<file path="config.mk">
export PLATFORM = sky130hd
export DESIGN_NAME = centered_range_rescale
export DESIGN_NICKNAME = d
export VERILOG_FILES = /design/src/rtl/crr_pkg.sv /design/src/rtl/crr_regs.sv /design/src/rtl/crr_prep.sv /design/src/rtl/crr_divider.sv /design/src/rtl/crr_outbuf.sv /design/src/rtl/centered_range_rescale.sv
export SDC_FILE = /design/constraint.sdc
export NUM_CORES = 2
export LEC_CHECK = 0
export ABC_AREA = 1
export BUFFER_PORTS_ARGS = -buffer_cell sky130_fd_sc_hd__buf_4
export CAP_MARGIN = 20
export CORE_MARGIN = 1
export CORE_UTILIZATION = 45
export CTS_CLUSTER_SIZE = 8
export DETAILED_ROUTE_END_ITERATION = 16
export SYNTH_ARGS = -nofsm -noshare
export SYNTH_HDL_FRONTEND = slang
export SYNTH_SLANG_ARGS = --single-unit
</file>
<file path="constraint.sdc">
create_clock -name clk -period 90.4 [get_ports clk]
set_input_delay 27.12 -clock clk [delete_from_list [all_inputs] [get_ports clk]]
set_output_delay 27.12 -clock clk [all_outputs]
set_load 0.05 [all_outputs]
</file>
<file path="src/rtl/crr_pkg.sv">
// ----------------------------------------------------------------------------
// crr_pkg
// Shared widths, types, register codes and helpers for the centred range
// rescale block.
// ----------------------------------------------------------------------------
package crr_pkg;

	// width of every axis value and register
	localparam int VALUE_BITS = 16;
	localparam int PROD_BITS  = 2 * VALUE_BITS;

	// configuration port
	localparam int DATA_BITS = 32;
	localparam int ADDR_BITS = 5;
	localparam int REG_COUNT = 6;

	typedef logic signed [VALUE_BITS-1:0] value_t;
	typedef logic signed [VALUE_BITS:0]   wide_t;
	typedef logic        [VALUE_BITS-1:0] mag_t;
	typedef logic        [PROD_BITS-1:0]  prod_t;

	// register map, word index
	typedef enum logic [2:0] {
		REG_SRC_MIN    = 3'd0,
		REG_SRC_CENTER = 3'd1,
		REG_SRC_MAX    = 3'd2,
		REG_DST_MIN    = 3'd3,
		REG_DST_CENTER = 3'd4,
		REG_DST_MAX    = 3'd5
	} reg_idx_t;

	// reset values, truncated to the value width
	localparam value_t SRC_MIN_RST    = value_t'(-32768);
	localparam value_t SRC_CENTER_RST = value_t'(0);
	localparam value_t SRC_MAX_RST    = value_t'(32767);
	localparam value_t DST_MIN_RST    = value_t'(0);
	localparam value_t DST_CENTER_RST = value_t'(128);
	localparam value_t DST_MAX_RST    = value_t'(255);

	// calibration registers as seen by the datapath
	typedef struct packed {
		value_t src_min;
		value_t src_center;
		value_t src_max;
		value_t dst_min;
		value_t dst_center;
		value_t dst_max;
	} cfg_t;

	// per-request control that travels alongside the datapath
	typedef struct packed {
		logic bypass;   // result is the target centre
		logic neg;      // subtract the quotient from the target centre
	} side_t;

	// sign extension by one bit
	function automatic wide_t widen(value_t x);
		return wide_t'(x);
	endfunction

	// magnitude of a one-bit-wider difference
	function automatic mag_t mag_of(wide_t x);
		wide_t n;
		n = -x;
		return x[VALUE_BITS] ? n[VALUE_BITS-1:0] : x[VALUE_BITS-1:0];
	endfunction

endpackage

</file>
<file path="src/rtl/crr_regs.sv">
// ----------------------------------------------------------------------------
// crr_regs
// Calibration register bank behind a simple APB-style port.
// ----------------------------------------------------------------------------
module crr_regs import crr_pkg::*; (
	input  logic                 clk,
	input  logic                 arst_n,
	input  logic                 psel,
	input  logic                 penable,
	input  logic                 pwrite,
	input  logic [ADDR_BITS-1:0] paddr,
	input  logic [DATA_BITS-1:0] pwdata,
	output logic [DATA_BITS-1:0] prdata,
	output logic                 pready,
	output cfg_t                 cfg
);

	cfg_t     cfg_q;
	logic     wr_en;
	reg_idx_t idx;
	value_t   wdata;

	function automatic logic [DATA_BITS-1:0] sext_word(value_t v);
		return DATA_BITS'(v);
	endfunction

	assign pready = 1'b1;
	assign wr_en  = psel && penable && pwrite;
	assign idx    = reg_idx_t'(paddr[ADDR_BITS-1:2]);
	assign wdata  = pwdata[VALUE_BITS-1:0];
	assign cfg    = cfg_q;

	// register writes
	always_ff @(posedge clk or negedge arst_n) begin
		if (!arst_n) begin
			cfg_q.src_min    <= SRC_MIN_RST;
			cfg_q.src_center <= SRC_CENTER_RST;
			cfg_q.src_max    <= SRC_MAX_RST;
			cfg_q.dst_min    <= DST_MIN_RST;
			cfg_q.dst_center <= DST_CENTER_RST;
			cfg_q.dst_max    <= DST_MAX_RST;
		end else if (wr_en) begin
			unique case (idx)
				REG_SRC_MIN:    cfg_q.src_min    <= wdata;
				REG_SRC_CENTER: cfg_q.src_center <= wdata;
				REG_SRC_MAX:    cfg_q.src_max    <= wdata;
				REG_DST_MIN:    cfg_q.dst_min    <= wdata;
				REG_DST_CENTER: cfg_q.dst_center <= wdata;
				REG_DST_MAX:    cfg_q.dst_max    <= wdata;
				default:        ;
			endcase
		end
	end

	// read mux, sign extended
	always_comb begin
		unique case (idx)
			REG_SRC_MIN:    prdata = sext_word(cfg_q.src_min);
			REG_SRC_CENTER: prdata = sext_word(cfg_q.src_center);
			REG_SRC_MAX:    prdata = sext_word(cfg_q.src_max);
			REG_DST_MIN:    prdata = sext_word(cfg_q.dst_min);
			REG_DST_CENTER: prdata = sext_word(cfg_q.dst_center);
			REG_DST_MAX:    prdata = sext_word(cfg_q.dst_max);
			default:        prdata = '0;
		endcase
	end

endmodule

</file>
<file path="src/rtl/crr_prep.sv">
// ----------------------------------------------------------------------------
// crr_prep
// Front of the pipeline: clamp, centre distance and source half-range in
// stage 1, target half-range and result sign in stage 2.
// ----------------------------------------------------------------------------
module crr_prep import crr_pkg::*; (
	input  logic   clk,
	input  logic   arst_n,
	input  logic   en,
	input  logic   raw_valid,
	input  value_t raw_value,
	input  cfg_t   cfg,
	output logic   vld,
	output side_t  side,
	output mag_t   span,
	output mag_t   delta,
	output mag_t   half
);

	logic   src_up, src_flat, dist_pos, pos;
	value_t lo, hi, v;
	wide_t  dist_w, half_w;

	logic   vld_s1, bypass_s1, pos_s1;
	mag_t   dist_s1, half_s1;

	logic   dst_up, neg;
	wide_t  span_w;

	logic   vld_s2;
	side_t  side_s2;
	mag_t   span_s2, dist_s2, half_s2;

	// clamp into the source range and pick the source segment
	always_comb begin
		src_up   = cfg.src_max > cfg.src_min;
		src_flat = cfg.src_max == cfg.src_min;
		lo       = src_up ? cfg.src_min : cfg.src_max;
		hi       = src_up ? cfg.src_max : cfg.src_min;
		v        = raw_value;
		if (raw_value > hi) begin
			v = hi;
		end else if (raw_value < lo) begin
			v = lo;
		end
		dist_w   = widen(v) - widen(cfg.src_center);
		dist_pos = !dist_w[VALUE_BITS] && (dist_w != '0);
		if (src_up) begin
			half_w = dist_pos ? widen(cfg.src_max) - widen(cfg.src_center)
			                  : widen(cfg.src_center) - widen(cfg.src_min);
			pos    = dist_pos;
		end else begin
			half_w = dist_pos ? widen(cfg.src_min) - widen(cfg.src_center)
			                  : widen(cfg.src_center) - widen(cfg.src_max);
			pos    = !dist_pos;
		end
	end

	// stage 1 valid
	always_ff @(posedge clk or negedge arst_n) begin
		if (!arst_n) begin
			vld_s1 <= 1'b0;
		end else if (en) begin
			vld_s1 <= raw_valid;
		end
	end

	// stage 1 payload
	always_ff @(posedge clk) begin
		if (en) begin
			bypass_s1 <= src_flat || (v == cfg.src_center);
			pos_s1    <= pos;
			dist_s1   <= mag_of(dist_w);
			half_s1   <= mag_of(half_w);
		end
	end

	// target segment and sign of the correction
	always_comb begin
		dst_up = cfg.dst_max > cfg.dst_min;
		if (dst_up) begin
			span_w = pos_s1 ? widen(cfg.dst_max) - widen(cfg.dst_center)
			                : widen(cfg.dst_center) - widen(cfg.dst_min);
		end else begin
			span_w = pos_s1 ? widen(cfg.dst_center) - widen(cfg.dst_max)
			                : widen(cfg.dst_min) - widen(cfg.dst_center);
		end
		neg = (span_w[VALUE_BITS] ^ !pos_s1) ^ !dst_up;
	end

	// stage 2 valid
	always_ff @(posedge clk or negedge arst_n) begin
		if (!arst_n) begin
			vld_s2 <= 1'b0;
		end else if (en) begin
			vld_s2 <= vld_s1;
		end
	end

	// stage 2 payload
	always_ff @(posedge clk) begin
		if (en) begin
			side_s2.bypass <= bypass_s1;
			side_s2.neg    <= neg;
			span_s2        <= mag_of(span_w);
			dist_s2        <= dist_s1;
			half_s2        <= half_s1;
		end
	end

	assign vld   = vld_s2;
	assign side  = side_s2;
	assign span  = span_s2;
	assign delta = dist_s2;
	assign half  = half_s2;

endmodule

</file>
<file path="src/rtl/crr_divider.sv">
// ----------------------------------------------------------------------------
// crr_divider
// Product of target half-range and distance in stage 3, then a restoring
// divide by the source half-range, one quotient bit per stage.
// ----------------------------------------------------------------------------
module crr_divider import crr_pkg::*; (
	input  logic  clk,
	input  logic  arst_n,
	input  logic  en,
	input  logic  vld_in,
	input  side_t side_in,
	input  mag_t  span,
	input  mag_t  delta,
	input  mag_t  half,
	output logic  vld,
	output side_t side,
	output mag_t  quo
);

	localparam int MUL_STG  = 3;
	localparam int LAST_STG = MUL_STG + VALUE_BITS;

	prod_t prod;

	logic  vld_s  [MUL_STG:LAST_STG];
	side_t side_s [MUL_STG:LAST_STG];
	prod_t rem_s  [MUL_STG:LAST_STG-1];
	mag_t  half_s [MUL_STG:LAST_STG-1];
	mag_t  quo_s  [MUL_STG+1:LAST_STG];

	assign prod = {{VALUE_BITS{1'b0}}, span} * {{VALUE_BITS{1'b0}}, delta};

	// stage 3 valid
	always_ff @(posedge clk or negedge arst_n) begin
		if (!arst_n) begin
			vld_s[MUL_STG] <= 1'b0;
		end else if (en) begin
			vld_s[MUL_STG] <= vld_in;
		end
	end

	// stage 3 payload
	always_ff @(posedge clk) begin
		if (en) begin
			side_s[MUL_STG] <= side_in;
			rem_s[MUL_STG]  <= prod;
			half_s[MUL_STG] <= half;
		end
	end

	// one quotient bit per stage, most significant first
	for (genvar k = 0; k < VALUE_BITS; k++) begin : g_div
		localparam int STG  = MUL_STG + k;
		localparam int QBIT = VALUE_BITS - 1 - k;

		prod_t trial;
		logic  ge;
		mag_t  quo_prev;
		mag_t  quo_nxt;

		if (k == 0) begin : g_first
			assign quo_prev = '0;
		end else begin : g_rest
			assign quo_prev = quo_s[STG];
		end

		assign trial   = prod_t'(half_s[STG]) << QBIT;
		assign ge      = rem_s[STG] >= trial;
		assign quo_nxt = quo_prev | (mag_t'(ge) << QBIT);

		// valid follows the data
		always_ff @(posedge clk or negedge arst_n) begin
			if (!arst_n) begin
				vld_s[STG+1] <= 1'b0;
			end else if (en) begin
				vld_s[STG+1] <= vld_s[STG];
			end
		end

		always_ff @(posedge clk) begin
			if (en) begin
				side_s[STG+1] <= side_s[STG];
				quo_s[STG+1]  <= quo_nxt;
			end
		end

		// remainder and divisor are not needed after the last bit
		if (k < VALUE_BITS - 1) begin : g_carry
			always_ff @(posedge clk) begin
				if (en) begin
					rem_s[STG+1]  <= ge ? rem_s[STG] - trial : rem_s[STG];
					half_s[STG+1] <= half_s[STG];
				end
			end
		end
	end

	assign vld  = vld_s[LAST_STG];
	assign side = side_s[LAST_STG];
	assign quo  = quo_s[LAST_STG];

endmodule

</file>
<file path="src/rtl/crr_outbuf.sv">
// ----------------------------------------------------------------------------
// crr_outbuf
// Final add around the target centre, output register and skid register.
// Drives the pipeline enable.
// ----------------------------------------------------------------------------
module crr_outbuf import crr_pkg::*; (
	input  logic   clk,
	input  logic   arst_n,
	input  logic   vld_in,
	input  side_t  side_in,
	input  mag_t   quo,
	input  value_t dst_center,
	input  logic   scaled_ready,
	output logic   en,
	output logic   scaled_valid,
	output value_t scaled_value
);

	value_t res;
	logic   take;
	logic   out_vld_q, skid_vld_q;
	value_t out_data_q, skid_data_q;

	// result wraps to the value width
	always_comb begin
		if (side_in.bypass) begin
			res = dst_center;
		end else if (side_in.neg) begin
			res = dst_center - value_t'(quo);
		end else begin
			res = dst_center + value_t'(quo);
		end
	end

	// pipeline moves while the skid register is empty
	assign en   = !skid_vld_q;
	assign take = out_vld_q && scaled_ready;

	// output and skid occupancy
	always_ff @(posedge clk or negedge arst_n) begin
		if (!arst_n) begin
			out_vld_q  <= 1'b0;
			skid_vld_q <= 1'b0;
		end else if (skid_vld_q) begin
			if (take) begin
				skid_vld_q <= 1'b0;
			end
		end else if (!out_vld_q || take) begin
			out_vld_q <= vld_in;
		end else if (vld_in) begin
			skid_vld_q <= 1'b1;
		end
	end

	// output and skid data
	always_ff @(posedge clk) begin
		if (skid_vld_q) begin
			if (take) begin
				out_data_q <= skid_data_q;
			end
		end else if (!out_vld_q || take) begin
			out_data_q <= res;
		end else begin
			skid_data_q <= res;
		end
	end

	assign scaled_valid = out_vld_q;
	assign scaled_value = out_data_q;

endmodule

</file>
<file path="src/rtl/centered_range_rescale.sv">
// ----------------------------------------------------------------------------
// centered_range_rescale
// Piecewise-linear axis calibration around a centre point, fully pipelined.
// ----------------------------------------------------------------------------
// Takes one request per clock when the output is not held off. The
// restoring divider resolves one quotient bit per pipeline stage;
// clamp with source half-range, target half-range and multiply take one
// stage each, and the final add feeds the output register.
// A skid register behind the output
// lets one further request in while a result waits; raw_ready drops only
// once both are full. Calibration registers sit at byte addresses 0, 4, ...,
// 20 (src_min, src_center, src_max, dst_min, dst_center, dst_max) and are
// to be written only while no request is in flight.
// ----------------------------------------------------------------------------
module centered_range_rescale import crr_pkg::*; (
	input  logic                 clk,
	input  logic                 arst_n,
	input  logic                 psel,
	input  logic                 penable,
	input  logic                 pwrite,
	input  logic [ADDR_BITS-1:0] paddr,
	input  logic [DATA_BITS-1:0] pwdata,
	output logic [DATA_BITS-1:0] prdata,
	output logic                 pready,
	input  logic                 raw_valid,
	output logic                 raw_ready,
	input  value_t               raw_value,
	output logic                 scaled_valid,
	input  logic                 scaled_ready,
	output value_t               scaled_value
);

	cfg_t  cfg;
	logic  en;
	logic  prep_vld, div_vld;
	side_t prep_side, div_side;
	mag_t  prep_span, prep_dist, prep_half, div_quo;

	assign raw_ready = en;

	// calibration registers
	crr_regs u_regs (
		.clk     (clk),
		.arst_n  (arst_n),
		.psel    (psel),
		.penable (penable),
		.pwrite  (pwrite),
		.paddr   (paddr),
		.pwdata  (pwdata),
		.prdata  (prdata),
		.pready  (pready),
		.cfg     (cfg)
	);

	// clamp and segment selection
	crr_prep u_prep (
		.clk       (clk),
		.arst_n    (arst_n),
		.en        (en),
		.raw_valid (raw_valid),
		.raw_value (raw_value),
		.cfg       (cfg),
		.vld       (prep_vld),
		.side      (prep_side),
		.span      (prep_span),
		.delta     (prep_dist),
		.half      (prep_half)
	);

	// multiply and divide
	crr_divider u_div (
		.clk     (clk),
		.arst_n  (arst_n),
		.en      (en),
		.vld_in  (prep_vld),
		.side_in (prep_side),
		.span    (prep_span),
		.delta   (prep_dist),
		.half    (prep_half),
		.vld     (div_vld),
		.side    (div_side),
		.quo     (div_quo)
	);

	// final add and output buffering
	crr_outbuf u_out (
		.clk          (clk),
		.arst_n       (arst_n),
		.vld_in       (div_vld),
		.side_in      (div_side),
		.quo          (div_quo),
		.dst_center   (cfg.dst_center),
		.scaled_ready (scaled_ready),
		.en           (en),
		.scaled_valid (scaled_valid),
		.scaled_value (scaled_value)
	);

endmodule

</file>
Word-level counts from Yosys, hierarchy flattened:

Memory sizes are Yosys's and may differ from the RTL's.
Index checks and enable logic that the tools add are counted.

* add/sub/neg operators: 29
* multipliers: 1
* magnitude comparators: 20
* equal/unequal tests: 8
* mux-type cells: 40
* bitwise gates (word level): 19
* reductions and logical operators: 24

Operators with widths (number)
* two-way mux 32 bit: 15
* two-way mux 16 bit: 12
* one-hot mux 32 bit (6 select lines): 1
* subtractor 16 x 16 -> 17 bit: 9
* two-way mux 17 bit: 6
* greater-than comparator 16 bit: 3
* negator 16 bit: 3
* == test 16 bit: 2
* greater-or-equal comparator 32 x 16 -> 1 bit: 1
* greater-or-equal comparator 32 x 17 -> 1 bit: 1
* greater-or-equal comparator 32 x 18 -> 1 bit: 1
* greater-or-equal comparator 32 x 19 -> 1 bit: 1
* greater-or-equal comparator 32 x 20 -> 1 bit: 1
* greater-or-equal comparator 32 x 21 -> 1 bit: 1
* greater-or-equal comparator 32 x 22 -> 1 bit: 1
* greater-or-equal comparator 32 x 23 -> 1 bit: 1
* greater-or-equal comparator 32 x 24 -> 1 bit: 1
* greater-or-equal comparator 32 x 25 -> 1 bit: 1
* greater-or-equal comparator 32 x 26 -> 1 bit: 1
* greater-or-equal comparator 32 x 27 -> 1 bit: 1
* greater-or-equal comparator 32 x 28 -> 1 bit: 1
* greater-or-equal comparator 32 x 29 -> 1 bit: 1
* greater-or-equal comparator 32 x 30 -> 1 bit: 1
* greater-or-equal comparator 32 x 31 -> 1 bit: 1
* 48 further kinds: 74

* register bits: 233
* bits in writable memories: 1058
* bits of input ports: 60
* word-level logic and storage cells: 183
* memories kept: 4

Memory list
* u_div.rem_s: words 16, width 32, read ports 16, clocked after memory_dff 0, write ports 16, RTL line crr_divider.sv:27 `prod_t rem_s [MUL_STG:LAST_STG-1];`
* u_div.half_s: words 16, width 16, read ports 16, clocked after memory_dff 0, write ports 16, RTL line crr_divider.sv:28 `mag_t half_s [MUL_STG:LAST_STG-1];`
* u_div.quo_s: words 16, width 16, read ports 16, clocked after memory_dff 0, write ports 16, RTL line crr_divider.sv:29 `mag_t quo_s [MUL_STG+1:LAST_STG];`
* u_div.side_s: words 17, width 2, read ports 17, clocked after memory_dff 0, write ports 17, RTL line crr_divider.sv:26 `side_t side_s [MUL_STG:LAST_STG];`

Depth between registers and ports, before layout:

* word-level depth: 12
* gate-level depth with buffers: 59
* gate-level depth less buffers: 55

Modules after synthesis:

From an unflattened synthesis, not the netlist that was laid out.

* cell total of the unflattened synthesis: 10908
* area, all modules: 86351.6 um2

Modules (own cells, without submodules)
* crr_divider: times used 1, cells each 7721, area each 64053.9 um2, seq. area each 28592.4 um2
* crr_prep: times used 1, cells each 2212, area each 14541.4 um2, seq. area each 2572.5 um2
* crr_regs: times used 1, cells each 620, area each 5091.1 um2, seq. area each 2433.6 um2
* crr_outbuf: times used 1, cells each 355, area each 2665.1 um2, seq. area each 1011.0 um2

Worst setup path before layout:

OpenSTA, ideal clock, no wires.

* kind: input-to-output
* from: in paddr[4]
* to: out prdata[16]
* data arrival time: 29993 ps
* required time: 63280 ps
* path slack: 33287 ps
* stages: 5
* buffers on the path: 2
* cell sequence: clkbuf_1 > nor3_1 > clkinv_1 > o221ai_1 > buf_4

* word-level cells in the longest chain between the ends: 2

RTL lines
* from (decl): RTL line centered_range_rescale.sv:21 `input logic [ADDR_BITS-1:0] paddr,`
* == test 3 bit (tied with other cells): RTL line crr_regs.sv:57 `unique case (idx)`
* one-hot mux 32 bit (6 select lines) (*): RTL line crr_regs.sv:57
* to (decl): RTL line centered_range_rescale.sv:23 `output logic [DATA_BITS-1:0] prdata,`

Mark *: on every way between the ends. The rest lies on a longest branch, timed or not.

Worst setup path in the final report:

* from: in paddr[3]
* to: out prdata[21]

Same word-level chain as after synthesis.

==> summary.md <==
| Metric | Value |
|---|---|
| Commonest non-fill, non-tap cell in the layout | `nand2_1` |
| Core area | `165000 um^2` |
| Fill cells | `15200` |
| Final hold violation count | `0` |
| Failing checks | `design-rule violations` |
| Post-synthesis net count | `8868` |
| Post-CTS resize count | `0` |
| Cell variety after synth | `69` |
| Max-cap violations | `0` |
| H-tree depth | `4` |
| Ant diodes | `0` |
| Setup crit end | `prdata[21]` |
| Outcome | `complete, but fails checks` |
| Via count | `54500` |
| Setup crit start | `paddr[3]` |
| EDFF count, synth | `1054` |
| Clk buf depth | `3` |
| Io pins | `111` |
| Setup CP Type | `primary input to output port` |
| Worst Hold Class | `register to register` |
| Largest net degree at the start of global routing | `179` |
| Syn_area_per_cell | `9.37 um^2` |
| Fmax | `17.7 MHz` |
| TritonCTS Buffers | `166` |
| TritonCTS clock tree | `done` |
| Post-DRT Antenna Nets | `0` |
| Clock slew at the register clock pins of the worst setup and hold paths | `0.05 ns` |
| Vert. Die Dim | `410 um` |
| Remaining DRCs | `4` |
| Initial DRC Count | `3279` |
| GPL Wtd Cong | `0.982` |
| Mapped cell area | `75000 um^2` |
| Critical register-to-register path startpoint | `u_regs.cfg[95]` |
| CTS sink cnt | `1171` |
| Synth Flop Type | `edfxtp_1` |
| Mapped Cells | `8002` |
| Chip Width | `410 um` |
| Clk_skew | `0.0408 ns` |
| Worst setup EP type | `output port` |
| Worst path arrival time | `29.22 ns` |
| Vias per cell | `5.29` |
| Port Buf Inserts | `91` |
| GRT overflow | `0` |
| R2R cell count | `41` |
| FF-to-FF setup slack | `81.07 ns` |
| Worst Path Max Fanout | `16` |
| Ys Warns | `0` |
| RSZ-0062 raised after global routing | `no` |
| Initial antenna violation count | `0` |
| Reg-to-Reg End | `u_prep.half_s1[7]` |
| Pre-antenna DRT Iters | `14` |
| Async SR Flop Fraction | `9.99%` |
| Clk Latency, worst-skew pair | `0.79 ns` |
| Cts hold-fix bufs | `0` |
| Hold slack | `0.382 ns` |
| Synth Register Bits | `1171` |
| Finished Layout Cells | `10300` |
| Normalized max-slew margin | `21.7%` |
| Total Neg Setup Slack | `0 ns` |
| Routed length per instance | `18.3 um` |
| Tcrit/Tclk final | `62.3%` |
| First-pass GRT wire length | `294000 um` |
| DRT Wirelength | `189000 um` |
| Post-Place Worst Slack | `33.93 ns` |
| NumNets Final | `8939` |
| Worst slew pin tran | `1.17 ns` |
| CP required | `63.28 ns` |
| Final setup viols | `0` |
| Post-DP HPWL | `146000 um` |
| Critical path launch point type | `primary input` |
| Final min period | `56.34 ns` |
| Clock Tree Root | `clkbuf_16` |
| Vias in the first global route | `54700` |
| Most frequent cells in the layout | `nand2_1 (1549), inv_1 (1215), edfxtp_1 (1054)` |
| Starting density of the core | `45.4%` |
| Area added between synthesis and finish | `9.87%` |
| Final worst slack | `34.06 ns` |
| Postcts setup bufs | `0` |
| Final Max Slew Viols | `0` |
| FP Rows | `149` |
| Die Footprint | `168000 um^2` |
| Sequential area share after synthesis | `46.2%` |
| All-layer global routing usage | `22.3%` |
| Layout cell share with drive strength beyond 1 | `5.28%` |
| Placed Cells | `10100` |
## cell usage after synthesis, drive strengths merged, types with 22 or more instances
library cell / count / area (um^2)
nor3: 80 / 400
o21bai: 27 / 203
nor2: 596 / 2280
a21oi: 608 / 3050
a211oi: 23 / 173
inv: 1220 / 4580
dfstp: 25 / 657
o211ai: 36 / 275
o21ai: 518 / 2590
buf: 42 / 283
a31oi: 26 / 163
xnor2: 180 / 1580
fa: 219 / 4380
nand3: 282 / 1450
nand2: 1574 / 5980
dfrtp: 92 / 2300
edfxtp: 1054 / 31700
nor4: 57 / 357
nand4: 58 / 363
xor2: 302 / 2650
ha: 587 / 7340
clkbuf: 188 / 706
a21boi: 22 / 165
## metrics by stage
step	util (%)	area, um^2
6_report	49.9	82400
3_5_place_dp	47.1	77700
4_1_cts	49.9	82400
2_1_floorplan	-	75000
3_3_place_gp	47.1	77700
5_1_grt	49.9	82400
## critical path: stages
cell,delay (ns)
buf_4,0.10
nor2_1,0.06
nand2_1,0.49
o22ai_1,0.19
a221oi_1,0.45
o221ai_1,0.34
buf_4,0.27
buf_4,0.20
## metal layers
metal  GRT usage [%]  up-vias  share of wire [%]
met2            40.9     1270                 52
met5               0        -                  0
met4            8.60        0                3.7
met3            2.65      388                3.9
li1                -    26800                  -
met1            26.5    26000                 41
## worst min-delay path by stage
stage / startpoint / end / slack (ns) / cells past startpoint
after floorplan: u_prep.half[0] / u_div.half_s[0][48] / 0.40 / 0
after global placement: u_prep.bypass_s1 / u_prep.side[1] / 0.40 / 0
after detailed placement: u_prep.half[9] / u_div.half_s[0][57] / 0.40 / 0
after CTS: u_div.quo_s[0][296] / u_div.quo_s[0][312] / 0.38 / 0
after global routing: u_div.quo_s[0][276] / u_div.quo_s[0][292] / 0.39 / 0
final: u_div.quo_s[0][296] / u_div.quo_s[0][312] / 0.38 / 0
## area by class of cell
type	instances	area, um^2	share of cell area (%)
Multi-Input combinational cell	5376	34800	42.2
Sequential cell	1171	34600	42.0
Inverter	1225	4610	5.59
Clock buffer	196	4300	5.22
Tap cell	2189	2740	3.32
Timing Repair Buffer	133	1010	1.23
Clock inverter	18	329	0.399
## flip-flops by register name, summed over array words and instances, names as in the netlist, 2 cells and up
signal and cells:
u_prep.span 16, u_div.vld_s 16, u_div.rem_s 512, u_div.quo_s 136
u_div.half_s 256, u_prep.half_s1 16, u_prep.delta 16, u_prep.dist_s1 16
u_regs.cfg 96, u_prep.side 2, u_out.scaled_value 16, u_div.side_s 34
u_prep.half 16, u_out.skid_data_q 16
## logic make-up after synthesis
group | Yosys count | share of synthesized area (%)
AO/OA/AOI/OAI | 1383 | 10.1
XOR/XNOR | 482 | 5.63
adder cells (fa/ha/maj) | 806 | 15.6
buffers and inverters | 1455 | 7.45
flip-flops | 1171 | 46.2
multiplexers | 5 | 0.0734
other | 1 | 0.00500
AND/OR/NAND/NOR | 2699 | 14.9
Power is left out: the tool's default activity adds up to more than one toggle a clock period on the data nets, which glitch-free logic cannot reach.
